<file path="src/design/wma_pkg.sv">
// wma_pkg: shared widths, configuration constants and payload structs
// for the windowed moving average block.
// Depends on nothing; imported by windowed_moving_average.
`default_nettype none

package wma_pkg;

    // sample and result widths, fixed by the payload format
    localparam int SAMPLE_BITS   = 16;
    localparam int WINDOW_BITS   = 7;
    localparam int MAX_WINDOW    = 64;
    localparam int WINDOW_RESET  = 64;

    // one input transfer: a sample or a clear request
    typedef struct packed {
        logic signed [SAMPLE_BITS-1:0] sample;
        logic                          clear;
    } sample_item_t;

    // one output transfer: average and current fill count
    typedef struct packed {
        logic signed [SAMPLE_BITS-1:0] average;
        logic [WINDOW_BITS-1:0]        fill_count;
    } result_item_t;

endpackage

`default_nettype wire

</file>
<file path="src/design/windowed_moving_average.sv">
// windowed_moving_average: ring-buffer moving average with a bit-serial
// restoring divider for the sum / count step.
// Depends on wma_pkg (widths, payload structs, reset constants).
`default_nettype none

// Usage
//   sample channel: sample_valid / sample_stall / sample_item. Each transfer
//   carries one Q8.8 sample or a clear request. Clear empties the window.
//   result channel: result_valid / result_stall / result_item. Every input
//   transfer yields exactly one result: the average (truncated toward zero,
//   0 when empty) and the fill count.
//   window_we / window_data write the window length (0 acts as 1, values
//   above MAX_WINDOW act as MAX_WINDOW); change it together with a clear.
// Timing
//   a sample passes through an update state, the divide state and an output
//   state; no new sample is taken until the block is back in idle. A clear
//   goes straight to the output state. The bit-serial divider makes one
//   quotient bit per cycle over the SUM_W bits of the sum.
// Reset and stall
//   reset empties the window and sets the window length to 64. A finished
//   result waits in the output register while the next item is worked on;
//   the block holds its next result until the receiver takes the first.
module windowed_moving_average #(
    parameter int MAX_WINDOW = wma_pkg::MAX_WINDOW
) (
    input  wire logic                             clk,
    input  wire logic                             rst_n,
    input  wire logic                             sample_valid,
    output      logic                             sample_stall,
    input  wire wma_pkg::sample_item_t            sample_item,
    output      logic                             result_valid,
    input  wire logic                             result_stall,
    output      wma_pkg::result_item_t            result_item,
    input  wire logic                             window_we,
    input  wire logic [wma_pkg::WINDOW_BITS-1:0]  window_data
);

    import wma_pkg::*;

    // the window register cannot name more than WIN_LIMIT entries
    localparam int WIN_LIMIT  = (2 ** WINDOW_BITS) - 1;
    localparam int EFF_MAX    = (MAX_WINDOW < WIN_LIMIT) ? MAX_WINDOW : WIN_LIMIT;
    localparam int POS_W      = (EFF_MAX > 1) ? $clog2(EFF_MAX) : 1;
    localparam int CNT_W      = $clog2(EFF_MAX + 1);
    localparam int SUM_W      = SAMPLE_BITS + $clog2(EFF_MAX);
    localparam int DIV_CNT_W  = $clog2(SUM_W);

    typedef enum logic [3:0] {
        ST_IDLE   = 4'b0001,
        ST_UPDATE = 4'b0010,
        ST_DIVIDE = 4'b0100,
        ST_DONE   = 4'b1000
    } state_t;

    // control state
    state_t                   state_reg, state_next;
    logic [CNT_W-1:0]         count_reg, count_next;
    logic [POS_W-1:0]         pos_reg, pos_next;
    logic signed [SUM_W-1:0]  sum_reg, sum_next;
    logic [WINDOW_BITS-1:0]   window_reg;
    logic                     out_valid_reg, out_valid_next;
    logic [DIV_CNT_W-1:0]     bit_cnt_reg, bit_cnt_next;

    // datapath registers
    logic signed [SAMPLE_BITS-1:0] sample_reg, sample_next;
    logic                          append_reg, append_next;
    logic signed [SAMPLE_BITS-1:0] rd_data_reg;
    logic [SUM_W-1:0]              quo_reg, quo_next;
    logic [CNT_W-1:0]              rem_reg, rem_next;
    logic                          neg_reg, neg_next;
    result_item_t                  out_data_reg, out_data_next;

    // ring store, read through a registered port
    logic signed [SAMPLE_BITS-1:0] ring_mem [EFF_MAX];

    // combinational helpers
    logic [CNT_W-1:0]         win_eff;
    logic [CNT_W-1:0]         pos_inc;
    logic [POS_W-1:0]         pos_wrap;
    logic                     accept;
    logic                     out_free;
    logic signed [SUM_W-1:0]  sum_upd;
    logic [CNT_W:0]           rem_shift;
    logic [CNT_W:0]           rem_diff;
    logic                     rem_fits;
    logic [SAMPLE_BITS-1:0]   quo_low;

    // effective window length with saturation
    always_comb
    begin
        if (window_reg == '0)
        begin
            win_eff = CNT_W'(1);
        end
        else if (window_reg > WINDOW_BITS'(EFF_MAX))
        begin
            win_eff = CNT_W'(EFF_MAX);
        end
        else
        begin
            win_eff = CNT_W'(window_reg);
        end
    end

    // next ring position once the window is full
    assign pos_inc  = CNT_W'(pos_reg) + CNT_W'(1);
    assign pos_wrap = (pos_inc >= win_eff) ? '0 : pos_inc[POS_W-1:0];

    assign sample_stall = (state_reg != ST_IDLE);
    assign accept       = sample_valid && !sample_stall;
    assign out_free     = !out_valid_reg || !result_stall;

    // running sum update: add new sample, drop the oldest when full
    assign sum_upd = sum_reg + SUM_W'(sample_reg)
                     - (append_reg ? '0 : SUM_W'(rd_data_reg));

    // one restoring division step
    assign rem_shift = {rem_reg, quo_reg[SUM_W-1]};
    assign rem_diff  = rem_shift - {1'b0, count_reg};
    assign rem_fits  = (rem_shift >= {1'b0, count_reg});
    assign quo_low   = quo_reg[SAMPLE_BITS-1:0];

    // sequencer and next-state logic
    always_comb
    begin
        state_next     = state_reg;
        count_next     = count_reg;
        pos_next       = pos_reg;
        sum_next       = sum_reg;
        bit_cnt_next   = bit_cnt_reg;
        out_valid_next = out_valid_reg;
        sample_next    = sample_reg;
        append_next    = append_reg;
        quo_next       = quo_reg;
        rem_next       = rem_reg;
        neg_next       = neg_reg;
        out_data_next  = out_data_reg;

        // result register drains on a transfer
        if (out_valid_reg && !result_stall)
        begin
            out_valid_next = 1'b0;
        end

        case (state_reg)
            ST_IDLE:
            begin
                if (accept)
                begin
                    if (sample_item.clear)
                    begin
                        count_next = '0;
                        pos_next   = '0;
                        sum_next   = '0;
                        quo_next   = '0;
                        neg_next   = 1'b0;
                        state_next = ST_DONE;
                    end
                    else
                    begin
                        sample_next = sample_item.sample;
                        if (count_reg < win_eff)
                        begin
                            append_next = 1'b1;
                            pos_next    = count_reg[POS_W-1:0];
                            count_next  = count_reg + CNT_W'(1);
                        end
                        else
                        begin
                            append_next = 1'b0;
                            pos_next    = pos_wrap;
                        end
                        state_next = ST_UPDATE;
                    end
                end
            end
            ST_UPDATE:
            begin
                sum_next     = sum_upd;
                neg_next     = sum_upd[SUM_W-1];
                quo_next     = sum_upd[SUM_W-1] ? SUM_W'(-sum_upd) : SUM_W'(sum_upd);
                rem_next     = '0;
                bit_cnt_next = '0;
                state_next   = ST_DIVIDE;
            end
            ST_DIVIDE:
            begin
                rem_next = rem_fits ? rem_diff[CNT_W-1:0] : rem_shift[CNT_W-1:0];
                quo_next = {quo_reg[SUM_W-2:0], rem_fits};
                if (bit_cnt_reg == DIV_CNT_W'(SUM_W - 1))
                begin
                    state_next = ST_DONE;
                end
                else
                begin
                    bit_cnt_next = bit_cnt_reg + DIV_CNT_W'(1);
                end
            end
            ST_DONE:
            begin
                if (out_free)
                begin
                    out_data_next.average    = neg_reg ? -quo_low : quo_low;
                    out_data_next.fill_count = WINDOW_BITS'(count_reg);
                    out_valid_next           = 1'b1;
                    state_next               = ST_IDLE;
                end
            end
            default:
            begin
                state_next = ST_IDLE;
            end
        endcase
    end

    // control registers
    always_ff @(posedge clk or negedge rst_n)
    begin
        if (!rst_n)
        begin
            state_reg     <= ST_IDLE;
            count_reg     <= '0;
            pos_reg       <= '0;
            sum_reg       <= '0;
            bit_cnt_reg   <= '0;
            out_valid_reg <= 1'b0;
            window_reg    <= WINDOW_BITS'(WINDOW_RESET);
        end
        else
        begin
            state_reg     <= state_next;
            count_reg     <= count_next;
            pos_reg       <= pos_next;
            sum_reg       <= sum_next;
            bit_cnt_reg   <= bit_cnt_next;
            out_valid_reg <= out_valid_next;
            if (window_we)
            begin
                window_reg <= window_data;
            end
        end
    end

    // datapath registers
    always_ff @(posedge clk)
    begin
        sample_reg   <= sample_next;
        append_reg   <= append_next;
        quo_reg      <= quo_next;
        rem_reg      <= rem_next;
        neg_reg      <= neg_next;
        out_data_reg <= out_data_next;
    end

    // ring store write and registered read of the oldest entry
    always_ff @(posedge clk)
    begin
        if (state_reg == ST_UPDATE)
        begin
            ring_mem[pos_reg] <= sample_reg;
        end
        rd_data_reg <= ring_mem[pos_wrap];
    end

    assign result_valid = out_valid_reg;
    assign result_item  = out_data_reg;

endmodule

`default_nettype wire
</file>
<file path="config.mk">
export PLATFORM = sky130hd
export DESIGN_NAME = windowed_moving_average
export DESIGN_NICKNAME = d
export VERILOG_FILES = /design/src/design/wma_pkg.sv /design/src/design/windowed_moving_average.sv
export SDC_FILE = /design/constraint.sdc
export NUM_CORES = 2
export LEC_CHECK = 0
export ABC_AREA = 1
export BUFFER_PORTS_ARGS = -buffer_cell sky130_fd_sc_hd__buf_2
export CAP_MARGIN = 20
export CELL_PAD_IN_SITES_DETAIL_PLACEMENT = 1
export CELL_PAD_IN_SITES_GLOBAL_PLACEMENT = 1
export CORE_AREA = 2 2 324 326
export DETAILED_ROUTE_END_ITERATION = 7
export DIE_AREA = 0 0 326 328
export PLACE_DENSITY = 0.84
export SYNTH_ARGS = -nofsm -noshare
export SYNTH_HDL_FRONTEND = slang
export SYNTH_SLANG_ARGS = --single-unit
</file>
<file path="constraint.sdc">
create_clock -name clk -period 4.7 [get_ports clk]
set_input_delay 0.705 -clock clk [delete_from_list [all_inputs] [get_ports clk]]
set_output_delay 0.705 -clock clk [all_outputs]
set_load 0.05 [all_outputs]
</file>
==> out/qor.yml <==
global_routing:
  grt_use_total: 0.332
  grt_pass1_wl_um: 267000
  grt_pass1_vias: 43400
  grt_max_degree: 141
  antenna_found_initial: 6
  grt_remaining_overflow: 0
final_layout:
  fin_cells: 6820
  largest_reg_flops: 1024
  drive_gt1_frac: 0.0813
  nFillCells: 11200
  area_delta_synth_final_pct: 12.3
  top_register: "ring_mem"
  final_net_count: 5433
sta:
  max_freq_mhz: 226
  setup_viol: 0
  period_share: 0.941
  finalCriticalPeriod_ps: 4420
  slew_headroom: 0.297
  worst_pin_slew_ps: 1050
  fin_skew_ps: 47.6
  rsz0062_at_grt: "false"
  holdWs_ps: 134
  setup-tns-final_ps: 0
  finalMaxSlewViolations: 0
  finalHoldViolCount: 0
yosys:
  syn_area_per_cell_um2: 10.0
  synth_top_cell_by_area: "edfxtp_1"
  synth_xor_area_frac: 0.00450
  yosysSeqAreaShare: 0.656
  muxShareOfSynthArea: 0.000858
  synth_top_area_frac: 0.625
  ys_ff_latch: 1162
  synth_common_cells: "1,099 x nand2_1, 1,094 x edfxtp_1, 844 x inv_1"
  netlist_instances: 5238
  synth_compound_area_frac: 0.0253
  ys.flop_type: "edfxtp_1"
  synth_top_family_by_area: "simple AND/OR/NAND/NOR gates"
  synth-edff-count: 1094
  async_flop_share: 0.0448
  yosys_warnings: 0
  yosysUniqueCellTypes: 44
  yosysMostFrequentCell: "nand2_1"
  synth_nets: 5337
  syn_area_um2: 52500
  synth_area_leaders: "edfxtp_1 63%, nand2_1 7.9%, nand3_1 7.7%"
  synthAdderAreaFrac: 0.0198
  synth-simple-area-share: 0.213
pwr:
  peakVddDrop_mv: 0.719
  pwr-share-comb: 0.473
  p_per_area_nw_per_um2: 706
  clkPwrFrac: 0.232
  power_switching_mw: 19.0
  seqPwrFrac: 0.294
  p_leak_nw: 24.8
  p_int_mw: 22.6
  p_sw_frac: 0.456
setup_path:
  critPathCaptureType: "flip-flop"
  cp_top_family: "simple AND/OR/NAND/NOR gates"
  cp_slowest_cell: "dfrtp_1"
  path_max_fanout: 40
  path_class: "reg2reg"
  cp.required_ps: 5270
  worst_ep_arrival_time_ps: 5000
  critPathLaunchType: "flip-flop"
  slowest_delay_ps: 510
  worst-path-buf-inv: 2
  crit_path_cell_trace: "ha_1, nand2_1, nor2_1, xor2_1, ha_1, nand2_1, nand2_1, a21oi_2, nand3_4, nor2_4, buf_4, buf_4, nand2_1, nand3_1, nand3_1, nand3_1, nand3_1, nand3_1, nand2_1"
cts:
  cts_tree: "done"
  max-clock-path-buffers: 3
  postCtsSetupRepairBufs: 0
  cts.sinks: 1162
  insertion_delay_ps: 750
  htree_levels: 3
  path_clk_slew_ps: 60
  clockRootBuffer: "clkbuf_16"
  cts_made_buffers: 118
job:
  maxCapViolCount: 0
floorplanning:
  fp.dieH_um: 328
  ios: 54
  die_w_um: 326
  row_count: 118
  initial_core_util: 0.509
  fp.coreArea_um2: 103000
  dieArea_um2: 107000
drt:
  antenna_left: 0
  drcViolationCount: 0
  drt-vias-per-instance: 5.94
  drtPass1Iterations: 5
  drtIter0Drc: 4594
  vias: 40500
  wire_per_inst_um: 26.3
  wl_um: 179000
hold_path:
  worstHoldPathType: "in2async"
place:
  port-buffer-count: 53
  place_congestion: 0.894
  dp.cells: 6592
  dpl.hpwl_um: 104000
status:
  outcome: "completed"
## worst paths after layout
kind	cells past startpoint	to	startpoint	slack, ps
max in group asynchronous	2	pos_reg[0]	rst_n	3950
setup / recovery	19	rd_data_reg[2]	pos_reg[1]	280
hold reg to reg	0	result_item[7]	quo_reg[0]	500
hold / removal	2	sum_reg[16]	rst_n	130
min in group clk	1	sample_reg[3]	sample_item[4]	160
setup reg to reg	19	rd_data_reg[2]	pos_reg[1]	280
## power groups by stage
| stage | registers, mW | clock network (mW) | logic [mW] |
|---|---|---|---|
| global route | 12.3 | 10.0 | 21.3 |
| global placement | 12.4 | 0 | 17.7 |
| floorplan | 12.5 | 0 | 11.9 |
| finish | 12.3 | 9.67 | 19.7 |
| detailed placement | 12.5 | 0 | 18.7 |
| CTS | 12.2 | 9.70 | 19.3 |
## per-layer routing
metal / GRT usage / share of wire / wire length (µm)
met5: 0 / 0.00022 / 39
met4: 0.196 / 0.064 / 11500
met3: 0.0595 / 0.092 / 16600
met2: 0.563 / 0.49 / 87100
met1: 0.399 / 0.36 / 64000
## area by class of cell
type                            count  area, µm²  area share
Inverter                          850       3200      0.0543
Tap cell                         1380       1730      0.0293
Timing Repair Buffer              208       1770      0.0300
Sequential cell                  1162      34500       0.585
Antenna cell                        1       2.50   0.0000424
Multi-Input combinational cell   2994      13900       0.235
Clock buffer                      146       3170      0.0538
Clock inverter                     79        749      0.0127
## cells by family (layout without fill, tap and decap cells)
| family | after synthesis | count (layout) |
|---|---|---|
| xor gates and xnor gates | 27 | 27 |
| buffers and inverters | 1082 | 1283 |
| adders and majority gates | 70 | 70 |
| other | 0 | 1 |
| DFF | 1162 | 1162 |
| AOI/OAI and AO/OA | 244 | 244 |
| and+or+nand+nor | 2649 | 2649 |
| muxes | 4 | 4 |
## timing repair
action	CTS	global route
hold buffers	0	0
gates resized for setup	0	1
endpoints found under the setup margin	0	2
## cells in the final DEF (no fill, tap or decap), drive strengths merged
cell and instances:
or2 20, and2 3, dfrtp 50, dfstp 2
inv 853, clkinvlp 7, o211ai 15, o21ai 155
and3 1, o22ai 14, nor2 674, clkbuf 146
buf 208, o31ai 2, nand3b 8, nand3 814
nand2 1099, a211oi 2, a21o 1, o221ai 5
fa 22, diode 1, nand4 16, o21bai 3
xnor2 3, mux2 4, xor2 24, a31oi 4
a21oi 43, nor4 3, clkinv 57, nor3 11
ha 48, edfxtp 1094, bufinv 12, dfxtp 16
## through the flow
stage | total power, mW | setup slack (ps) | util | instance area (µm²)
finish | 41.6 | 277 | 0.571 | 59000
floorplan | 24.4 | 732 | - | 52500
CTS | 41.2 | 253 | 0.571 | 58900
global placement | 30.2 | 607 | 0.533 | 55000
global route | 43.6 | 79.3 | 0.571 | 59000
detailed placement | 31.2 | 391 | 0.533 | 55000
No activity file was read; power rests on OpenSTA's default activity.
